`src/hw/rtl/nssa_pkg.sv`:
```
// Package with the shared types and constants of the nearest surface step assigner.
`timescale 1ns / 1ps
`default_nettype none
package nssa_pkg;

    localparam int COORD_BITS = 20;
    localparam int INDEX_BITS = 6;
    localparam int DIFF_W     = COORD_BITS + 1;
    localparam int SQ_W       = 2 * DIFF_W;
    localparam int DIST_W     = SQ_W + 2;

    typedef enum logic [1:0] {
        OP_CLEAR  = 2'd0,
        OP_APPEND = 2'd1,
        OP_STEP   = 2'd2
    } t_op;

    typedef struct packed {
        t_op                           op;
        logic signed [COORD_BITS-1:0]  pos_x;
        logic signed [COORD_BITS-1:0]  pos_y;
        logic signed [COORD_BITS-1:0]  pos_z;
    } t_in_item;

    typedef struct packed {
        logic [INDEX_BITS-1:0] surface_index;
        logic                  assigned;
    } t_out_item;

    typedef struct packed {
        logic signed [COORD_BITS-1:0] x;
        logic signed [COORD_BITS-1:0] y;
        logic signed [COORD_BITS-1:0] z;
    } t_point;

    typedef enum logic [2:0] {
        S_IDLE,
        S_READ,
        S_DIFF,
        S_SQUARE,
        S_COMPARE,
        S_FINISH,
        S_EMPTY
    } t_state;

    typedef struct packed {
        logic clear;
        logic append;
        logic scan_init;
        logic rd_issue;
        logic diff_en;
        logic sq_en;
        logic take;
        logic advance;
        logic commit;
        logic emit_empty;
    } t_cmd;

    typedef struct packed {
        logic table_empty;
        logic closer;
        logic has_next;
        logic out_free;
    } t_status;

    function automatic logic [DIFF_W-1:0] abs_diff(
        input logic signed [COORD_BITS-1:0] a,
        input logic signed [COORD_BITS-1:0] b
    );
        logic [DIFF_W-1:0] d;
        d = {a[COORD_BITS-1], a} - {b[COORD_BITS-1], b};
        return d[DIFF_W-1] ? (~d + DIFF_W'(1)) : d;
    endfunction

endpackage
`default_nettype wire

```
`src/hw/rtl/nssa_ctrl.sv`:
```
// Controller state machine that sequences table updates and the forward distance scan.
`timescale 1ns / 1ps
`default_nettype none
module nssa_ctrl import nssa_pkg::*; (
    input  wire logic    i_clk,
    input  wire logic    i_rst_n,
    input  wire logic    i_in_valid,
    input  wire t_op     i_in_op,
    input  wire t_status i_status,
    output logic         o_in_stall,
    output t_cmd         o_cmd
);

    t_state r_state;
    t_state n_state;

    always_ff @(posedge i_clk) begin
        if (!i_rst_n) begin
            r_state <= S_IDLE;
        end else begin
            r_state <= n_state;
        end
    end

    always_comb begin
        n_state    = r_state;
        o_cmd      = '0;
        o_in_stall = 1'b1;
        case (r_state)
            S_IDLE: begin
                o_in_stall = 1'b0;
                if (i_in_valid) begin
                    case (i_in_op)
                        OP_CLEAR: begin
                            o_cmd.clear = 1'b1;
                        end
                        OP_APPEND: begin
                            o_cmd.append = 1'b1;
                        end
                        OP_STEP: begin
                            if (i_status.table_empty) begin
                                n_state = S_EMPTY;
                            end else begin
                                o_cmd.scan_init = 1'b1;
                                n_state         = S_READ;
                            end
                        end
                        default: begin
                        end
                    endcase
                end
            end
            S_READ: begin
                o_cmd.rd_issue = 1'b1;
                n_state        = S_DIFF;
            end
            S_DIFF: begin
                o_cmd.diff_en = 1'b1;
                n_state       = S_SQUARE;
            end
            S_SQUARE: begin
                o_cmd.sq_en = 1'b1;
                n_state     = S_COMPARE;
            end
            S_COMPARE: begin
                if (i_status.closer) begin
                    o_cmd.take = 1'b1;
                    if (i_status.has_next) begin
                        o_cmd.advance = 1'b1;
                        n_state       = S_READ;
                    end else begin
                        n_state = S_FINISH;
                    end
                end else begin
                    n_state = S_FINISH;
                end
            end
            S_FINISH: begin
                if (i_status.out_free) begin
                    o_cmd.commit = 1'b1;
                    n_state      = S_IDLE;
                end
            end
            S_EMPTY: begin
                if (i_status.out_free) begin
                    o_cmd.emit_empty = 1'b1;
                    n_state          = S_IDLE;
                end
            end
            default: begin
                n_state = S_IDLE;
            end
        endcase
    end

    a_stop_ends_scan: assert property (@(posedge i_clk) disable iff (!i_rst_n)
        (r_state == S_COMPARE && !i_status.closer) |=> (r_state == S_FINISH))
        else $error("scan did not stop at a farther entry");

endmodule
`default_nettype wire

```
`config.mk`:
```
export PLATFORM = sky130hd
export DESIGN_NAME = nssa_ctrl
export DESIGN_NICKNAME = d
export VERILOG_FILES = /design/src/hw/rtl/nssa_pkg.sv /design/src/hw/rtl/nssa_ctrl.sv
export SDC_FILE = /design/constraint.sdc
export NUM_CORES = 1
export LEC_CHECK = 0
export BUFFER_PORTS_ARGS = -buffer_cell sky130_fd_sc_hd__buf_2
export CAP_MARGIN = 20
export CORE_AREA = 2 2 39 41
export DETAILED_ROUTE_END_ITERATION = 8
export DIE_AREA = 0 0 41 43
export SLEW_MARGIN = 20
export SYNTH_ARGS = -nofsm -noshare
export SYNTH_HDL_FRONTEND = slang
export SYNTH_SLANG_ARGS = --single-unit
```
`constraint.sdc`:
```
create_clock -name i_clk -period 1.1 [get_ports i_clk]
set_input_delay 0.22 -clock i_clk [delete_from_list [all_inputs] [get_ports i_clk]]
set_output_delay 0.22 -clock i_clk [all_outputs]
set_load 0.03 [all_outputs]
```
==> results.sh, run 1 <==
export IMPL_ys_dominant_reg_cell="dfxtp_1"
export IMPL_post_route_util_pct=56.2
export IMPL_hold_violations=0
export IMPL_critPathArrivalTime_ns=1.36
export IMPL_path_buf_inv=1
export IMPL_max_freq_ghz=0.635
export IMPL_r2r_setup_slack_ns=-0.28
export IMPL_grtUsageTotal_pct=16.2
export IMPL_async_flop_share_pct=0
export IMPL_routed_wirelength_mm=1.07
export IMPL_tns_ns=-4.47
export IMPL_dieArea_sq_mm=0.00176
export IMPL_top_register="r_state"
export IMPL_synth_top_family_by_area="simple AND/OR/NAND/NOR gates"
export IMPL_synth_area_mux_share_pct=6.30
export IMPL_crit_fanout=3
export IMPL_largest_reg_flops=3
export IMPL_period_share_pct=143
export IMPL_drc=0
export IMPL_combPwrFrac_pct=79.9
export IMPL_place_port_buffers=19
export IMPL_antenna_found_initial=0
export IMPL_hold_path_class="input pin to flip-flop"
export IMPL_nets=86
export IMPL_clockPowerShare_pct=9.0
export IMPL_ir_drop_uv=1330
export IMPL_die_y_um=43
export IMPL_status="complete, but fails checks"
export IMPL_end_kind="output port"
export IMPL_setup_ws_ns=-0.475
export IMPL_cts_max_level=1
export IMPL_violations="negative setup slack"
export IMPL_path_cells="or3b_4, and2b_2, buf_6"
export IMPL_grt_pass1_wl_mm=1.92
export IMPL_setup_viol=14
export IMPL_rows=14
export IMPL_clock_latency_ns=0.24
export IMPL_postRouteAntennaNets=0
export IMPL_synth_compound_gate_area_share_pct=14.2
export IMPL_holdPathStages=2
export IMPL_synth_fp_nets=49
export IMPL_grt_max_degree=12
export IMPL_ys_warn_count=0
export IMPL_grt_overflow_total=0
export IMPL_rsz0062_at_grt="true"
export IMPL_cts_buffer_depth=2
export IMPL_n_antenna_cell=0
export IMPL_gp_congestion=0.796
export IMPL_synth_xor_area_share_pct=2.76
export IMPL_cts_root_buf="clkbuf_4"
export IMPL_slowest_delay_ns=0.41
export IMPL_path_depth=3
export IMPL_cp_slowest_cell="or3b_4"
export IMPL_clock_skew_ns=0.00356
export IMPL_post_route_cells_drive_above_1_share_pct=76.3
export IMPL_drv_cap=0
export IMPL_synthAdderAreaFrac_pct=0
export IMPL_cts_tree="done"
export IMPL_syn_inst=40
export IMPL_syn_avg_cell_area_sq_um=7.95
export IMPL_swShare_pct=43.9
export IMPL_die_w_um=41
export IMPL_final_cell_mix="buf_6 (15), buf_4 (10), buf_2 (9)"
export IMPL_whs_endpoint="r_state[2]"
export IMPL_clkSinkCount=3
export IMPL_r2r_end="r_state[0]"
export IMPL_numCtsBuffers=3
export IMPL_netlist_area_sq_um=318
export IMPL_power_density_mw_per_mm2=2920
export IMPL_synthSimpleGateAreaFrac_pct=50.8
export IMPL_via_count=433
export IMPL_area_growth_pct=145
export IMPL_min_delay_start="i_rst_n"
export IMPL_startpoint_type="flip-flop"
export IMPL_first_global_vias=463
export IMPL_worst_pin_slew_ns=0.270
export IMPL_path_clk_slew_ns=0.04
export IMPL_post_route_min_period_ns=1.58
export IMPL_wl_per_cell_um=11.6
export IMPL_reg_top3="r_state x3"
export IMPL_vias_per_cell=4.71
export IMPL_ys_seq_area_share_pct=18.9
export IMPL_dp_hpwl_um=624
export IMPL_start_util_pct=23.0
export IMPL_yosys_register_bits=3
export IMPL_first_pass_iters=4
export IMPL_drv_slew=0
export IMPL_synth_lib_cells_used_distinct=24
export IMPL_final_common_cell="buf_6"
export IMPL_coreArea_sq_mm=0.00138
export IMPL_drtIter0Drc=4
export IMPL_crit_type="flip-flop to output port"
export IMPL_io_pins=20
export IMPL_cp_top_family="simple AND/OR/NAND/NOR gates"
export IMPL_internal_power_mw=1.28
export IMPL_leakagePower_nw=0.367
export IMPL_worstReg2RegStart="r_state[2]"
export IMPL_switching_power_mw=0.997
export IMPL_reg2reg_depth=6
export IMPL_finalPower_mw=2.27
export IMPL_synth_edf_count=0
export IMPL_place_ws_ns=-0.330
export IMPL_max_slew_margin_rel_pct=81.7
export IMPL_p_seq_share_pct=11.1
export IMPL_required_ns=0.88
export IMPL_holdBufCountCts=0
## stage by stage
stage | instances | instance area, sq um | hold WS [ns]
after global placement | 80 | 552 | 0.506
final | 92 | 778 | 0.251
after CTS | 93 | 773 | 0.245
after detailed placement | 80 | 552 | 0.506
after floorplan | 40 | 407 | 0.351
after global routing | 92 | 778 | 0.255
## synth_stat cells (all sizes together), types with 2 or more instances
master / number / area share [%]
dfxtp: 3 / 19
nor3b: 4 / 9.4
inv: 2 / 2.4
nor3: 3 / 8.3
mux2i: 2 / 6.3
nor2: 2 / 2.4
buf: 3 / 4.7
nand2: 6 / 7.1
or3b: 2 / 6.3
## how the worst max path moves through the flow
| stage | startpoint | to | slack [ns] |
|---|---|---|---|
| 6_report | r_state[2] | o_cmd[2] | -0.48 |
| 2_1_floorplan | r_state[2] | o_cmd[8] | -0.27 |
| 3_5_place_dp | r_state[2] | o_cmd[2] | -0.33 |
| 4_1_cts | r_state[2] | o_cmd[2] | -0.47 |
| 3_3_place_gp | r_state[2] | o_cmd[2] | -0.31 |
| 5_1_grt | r_state[0] | o_cmd[2] | -0.51 |
## power groups by stage
stage | sequential (mW) | combinational [mW] | clock (mW)
floorplan | 0.227 | 0.923 | 0
global placement | 0.224 | 1.18 | 0
detailed placement | 0.225 | 1.18 | 0
CTS | 0.251 | 1.75 | 0.207
global route | 0.259 | 1.94 | 0.222
finish | 0.253 | 1.82 | 0.204
## cell families (layout without fill, tap and decap cells)
kind of cell           count (synthesis)  after routing
AO/OA/AOI/OAI                          5              5
XOR/XNOR                               1              1
buffers and inverters                  5             41
flip-flops                             3              3
multiplexers                           2              2
AND/OR/NAND/NOR                       24             24
## repair_timing
item,4_1_cts,5_1_grt
pin swaps,9,2
cloned,1,0
setup buffers,8,0
setup endpoints to repair,14,14
resized for setup,38,2
## cell type report
cell class / count / area (sq um)
Timing Repair Buffer: 35 / 304
Tap cell: 16 / 20.0
Fill cell: 128 / 606
Clock buffer: 4 / 26.3
Multi-Input combinational cell: 32 / 349
Inverter: 2 / 10.0
Sequential cell: 3 / 68.8
## layer usage
metal | vias to the layer above | part of all wire (%) | GRT usage, %
met3 | 2 | 6.2 | 3.66
met2 | 18 | 55 | 28.1
met1 | 195 | 37 | 16.0
met4 | 0 | 1.1 | 10.0
li1 | 218 | - | -
met5 | - | 0 | 0
(Power assumes the default switching activity.)
==> run 2: changes to the inputs <==
ABC_AREA = 1   (was default)
REMOVE_ABC_BUFFERS = 1   (was default)
==> results.sh, run 2 <==
export IMPL_synth_area_mux_share_pct=0
export IMPL_first_global_vias=379
export IMPL_nets=100
export IMPL_path_buf_inv=2
export IMPL_hold_violations=0
export IMPL_nFillCells=132
export IMPL_drv_cap=0
export IMPL_clkSinkCount=3
export IMPL_ys_warn_count=0
export IMPL_start_util_pct=21.1
export IMPL_synthAdderAreaFrac_pct=0
export IMPL_async_flop_share_pct=0
export IMPL_clock_skew_ns=0.00629
export IMPL_synth_xor_area_share_pct=0
export IMPL_vias_per_cell=4.62
export IMPL_crit_type="flip-flop to output port"
export IMPL_status="complete, but fails checks"
export IMPL_setup_ws_ns=-0.281
export IMPL_synth_top_area_cell="nand3_1"
export IMPL_place_port_buffers=19
export IMPL_dieArea_sq_mm=0.00176
export IMPL_leakagePower_nw=0.387
export IMPL_grt_pass1_wl_mm=1.46
export IMPL_rsz0062_at_grt="true"
export IMPL_startpoint_type="flip-flop"
export IMPL_critPathArrivalTime_ns=1.16
export IMPL_post_route_min_period_ns=1.38
export IMPL_routed_wirelength_mm=1.29
export IMPL_n_antenna_cell=0
export IMPL_worst_pin_slew_ns=0.223
export IMPL_synth_common_cells="nand3_1 (13), inv_1 (9), nor2_1 (6)"
export IMPL_slowest_delay_ns=0.33
export IMPL_grtUsageTotal_pct=12.8
export IMPL_placed_area_sq_um=459
export IMPL_setup_viol=14
export IMPL_cts_root_buf="clkbuf_4"
export IMPL_cts_max_level=1
export IMPL_grt_overflow_total=0
export IMPL_path_clk_slew_ns=0.04
export IMPL_period_share_pct=126
export IMPL_cts_tree="done"
export IMPL_ir_drop_uv=571
export IMPL_cp_top_family="flip-flops"
export IMPL_fin_area_sq_um=807
export IMPL_syn_inst=49
export IMPL_yosysMostFrequentCell="nand3_1"
export IMPL_violations="negative setup slack"
export IMPL_max_slew_margin_rel_pct=85.0
export IMPL_die_y_um=43
export IMPL_synth_edf_count=0
export IMPL_numCtsBuffers=3
export IMPL_antenna_found_initial=0
export IMPL_reg_top3="r_state x3"
export IMPL_path_cells="nor2_4, buf_6, nand3_2, nor2_1, buf_4"
export IMPL_final_common_cell="buf_6"
export IMPL_synthSimpleGateAreaFrac_pct=56.7
export IMPL_wl_per_cell_um=12.2
export IMPL_finalPower_mw=1.06
export IMPL_cts_buffer_depth=2
export IMPL_yosys_register_bits=3
export IMPL_synth_lib_cells_used_distinct=14
export IMPL_area_growth_pct=177
export IMPL_syn_avg_cell_area_sq_um=5.95
export IMPL_rows=14
export IMPL_post_route_util_pct=58.3
export IMPL_io_pins=20
export IMPL_drc=0
export IMPL_first_pass_iters=4
export IMPL_gp_congestion=0.690
export IMPL_crit_fanout=3
export IMPL_ys_seq_area_share_pct=20.6
export IMPL_tns_ns=-2.69
export IMPL_synth_top_family_by_area="simple AND/OR/NAND/NOR gates"
export IMPL_yosys_area_top_type_share_pct=22.3
export IMPL_drv_slew=0
export IMPL_die_w_um=41
export IMPL_synth_area_leaders="nand3_1 (22%), dfxtp_1 (21%), inv_1 (12%)"
export IMPL_cp_slowest_cell="dfxtp_2"
export IMPL_via_count=490
export IMPL_required_ns=0.88
export IMPL_whs_ns=0.236
export IMPL_max_freq_ghz=0.724
export IMPL_power_density_mw_per_mm2=1320
export IMPL_largest_reg_flops=3
export IMPL_coreArea_sq_mm=0.00138
export IMPL_end_kind="output port"
export IMPL_ys_dominant_reg_cell="dfxtp_1"
export IMPL_postRouteAntennaNets=0
export IMPL_top_register="r_state"
export IMPL_synth_compound_gate_area_share_pct=7.30
export IMPL_grt_max_degree=7
export IMPL_clock_latency_ns=0.24
export IMPL_hold_path_class="input pin to flip-flop"
export IMPL_post_route_cells_drive_above_1_share_pct=80.0
export IMPL_final_cell_mix="buf_6 (15), buf_4 (13), buf_2 (9)"
export IMPL_netlist_area_sq_um=292
export IMPL_drtIter0Drc=1
## run 2: layout make-up
class                   count  area, sq um  area share [%]
multi-input cells          34          323            40.0
repair buffers             37          312            38.6
flip-flops and latches      3         68.8            8.53
inverters                  12         57.6            7.13
clock buffers               4         26.3            3.26
well taps                  16         20.0            2.48
## run 2: path summary, 6_finish.rpt
check,startpoint,endpoint,slack [ns],depth (start not counted)
hold / removal,i_rst_n,r_state[2],0.24,3
hold reg to reg,r_state[0],r_state[0],0.69,3
setup / recovery,r_state[1],o_cmd[7],-0.28,5
setup reg to reg,r_state[1],r_state[0],-0.21,8
## run 2: kinds of logic after synthesis
kind of cell	count (synthesis)
compound gates	3
buf+inv	12
flops	3
simple gates	31
## run 2: where the power goes
part | switching [mW] | total, mW | internal (mW) | leakage, nW
clock | 0.0676 | 0.204 | 0.137 | 0.0150
combinational | 0.378 | 0.705 | 0.327 | 0.346
sequential | 0.0226 | 0.153 | 0.130 | 0.0264
## run 2: timing repair
action                                  in CTS  in global routing
setup buffers                                8                  4
endpoints found under the setup margin      14                 14
hold buffers                                 0                  0
gates resized for setup                     43                 21
pin swaps                                    9                 10
## run 2: worst min-delay path, delay by kind of cell
kind                   cells  cell delay, ns
buffers and inverters      2            0.13
and+or+nand+nor            1            0.08
## run 2: routing by layer
metal | share of wire, % | global-route usage, %
met1 | 34 | 13.7
met3 | 7.4 | 1.57
met2 | 56 | 20.9
met4 | 2.4 | 10.0
met5 | 0 | 0
## run 2: stage by stage
| stage | setup slack, ns | instances |
|---|---|---|
| final | -0.281 | 106 |
| after detailed placement | -0.108 | 91 |
| after global routing | -0.363 | 106 |
| after floorplan | -0.846 | 49 |
| after CTS | -0.308 | 102 |
| after global placement | -0.0902 | 91 |
==> run 3: changes to the inputs <==
ABC_AREA = default   (was 1)
CAP_MARGIN = 25   (was 20)
PLACE_DENSITY_LB_ADDON = 0.08   (was default)
==> results.sh, run 3 (synthesis results as in run 1) <==
export IMPL_place_port_buffers=19
export IMPL_post_route_cells_drive_above_1_share_pct=77.9
export IMPL_area_growth_pct=142
export IMPL_first_global_vias=383
export IMPL_routed_wirelength_mm=1.10
export IMPL_hold_violations=0
export IMPL_top_register="r_state"
export IMPL_critPathArrivalTime_ns=1.32
export IMPL_rows=14
export IMPL_startpoint_type="flip-flop"
export IMPL_ir_drop_uv=1200
export IMPL_drv_cap=0
export IMPL_r2r_setup_slack_ns=-0.34
export IMPL_n_antenna_cell=0
export IMPL_max_slew_margin_rel_pct=82.9
export IMPL_drtIter0Drc=1
export IMPL_setup_viol=14
export IMPL_leakagePower_nw=0.377
export IMPL_period_share_pct=140
export IMPL_grt_overflow_total=0
export IMPL_grt_max_degree=7
export IMPL_place_inst=81
export IMPL_cts_buffer_depth=2
export IMPL_cts_root_buf="clkbuf_4"
export IMPL_clock_latency_ns=0.24
export IMPL_whs_endpoint="r_state[2]"
export IMPL_die_y_um=43
export IMPL_start_util_pct=23.0
export IMPL_whs_ns=0.266
export IMPL_cts_max_level=1
export IMPL_status="complete, but fails checks"
export IMPL_max_freq_ghz=0.651
export IMPL_final_cell_mix="buf_4 (16), buf_6 (12), buf_2 (8)"
export IMPL_post_route_min_period_ns=1.54
export IMPL_wl_per_cell_um=11.8
export IMPL_layout_cells_non_filler=93
export IMPL_grtUsageTotal_pct=14.3
export IMPL_clkSinkCount=3
export IMPL_end_kind="output port"
export IMPL_largest_reg_flops=3
export IMPL_crit_fanout=3
export IMPL_reg_top3="r_state x3"
export IMPL_worstReg2RegStart="r_state[1]"
export IMPL_rsz0062_at_grt="true"
export IMPL_min_delay_start="i_rst_n"
export IMPL_grt_pass1_wl_mm=1.57
export IMPL_numCtsBuffers=3
export IMPL_setup_ws_ns=-0.437
export IMPL_final_common_cell="buf_4"
export IMPL_power_density_mw_per_mm2=3090
export IMPL_postRouteAntennaNets=0
export IMPL_violations="negative setup slack"
export IMPL_clock_skew_ns=0.00139
export IMPL_gp_congestion=0.697
export IMPL_io_pins=20
export IMPL_holdPathStages=2
export IMPL_antenna_found_initial=0
export IMPL_cts_tree="done"
export IMPL_nets=87
export IMPL_path_clk_slew_ns=0.04
export IMPL_vias_per_cell=4.72
export IMPL_r2r_end="r_state[0]"
export IMPL_reg2reg_depth=7
export IMPL_critPathLaunch="r_state[1]"
export IMPL_via_count=439
export IMPL_required_ns=0.88
export IMPL_crit_type="flip-flop to output port"
export IMPL_coreArea_sq_mm=0.00138
export IMPL_finalPower_mw=2.37
export IMPL_dp_hpwl_um=674
export IMPL_die_w_um=41
export IMPL_tns_ns=-4.50
export IMPL_drc=0
export IMPL_drv_slew=0
export IMPL_dieArea_sq_mm=0.00176
export IMPL_first_pass_iters=3
export IMPL_worst_pin_slew_ns=0.256
export IMPL_hold_path_class="input pin to flip-flop"
==> run 3: cell types whose count changed in the layout (fill, tap and decap cells not counted), sizes merged, moves of 3 or more <==
| cell | previous run | this run |
|---|---|---|
| nor3 | 0 | 3 |
| inv | 12 | 2 |
| nor3b | 0 | 4 |
| nand3 | 15 | 0 |
| nor2 | 7 | 2 |
==> run 3: timing repair <==
action	in CTS	in global routing
setup endpoints to repair	14	14
resized for setup	40	13
hold buffers	0	0
setup buffers	4	5
pin swaps	5	9
==> run 3: worst max-delay path by stage <==
stage          slack, ns       end  depth (start not counted)
3_3_place_gp       -0.28  o_cmd[2]                          3
3_5_place_dp       -0.28  o_cmd[2]                          3
4_1_cts            -0.45  o_cmd[2]                          3
2_1_floorplan      -0.70  o_cmd[7]                          3
6_report           -0.44  o_cmd[2]                          3
5_1_grt            -0.48  o_cmd[2]                          3
==> run 3: area by class of cell <==
cell class                 count  area (sq um)
timing repair buffer          36           295
inverter                       2          10.0
fill                         127           616
tap                           16          20.0
sequential                     3          71.3
multi-input combinational     32           345
clock buffer                   4          26.3
==> run 3: power breakdown <==
| group | internal, mW | switching, mW |
|---|---|---|
| Clock | 0.136 | 0.0597 |
| Sequential | 0.189 | 0.0736 |
| Combinational | 1.02 | 0.895 |
==> run 3: critical path, cell delays in order, from the launching register on <==
cell and delay, ns:
dfxtp_4 0.35, or3b_4 0.40, and2b_1 0.21, buf_6 0.12
==> run 3: metrics by stage <==
step | area, sq um | setup WS, ns | utilization [%]
5_1_grt | 768 | -0.482 | 55.5
3_5_place_dp | 485 | -0.278 | 35.1
2_1_floorplan | 303 | -0.696 | -
3_3_place_gp | 485 | -0.276 | 35.1
4_1_cts | 691 | -0.445 | 49.9
6_report | 768 | -0.437 | 55.5
==> run 3: routing by layer <==
metal  vias to the layer above  track usage, %  wire (um)
met4                         0            10.0         25
met3                         4            6.28         62
met5                         -               0          0
li1                        218               -          -
met1                       200            15.4        436
met2                        17            20.9        571
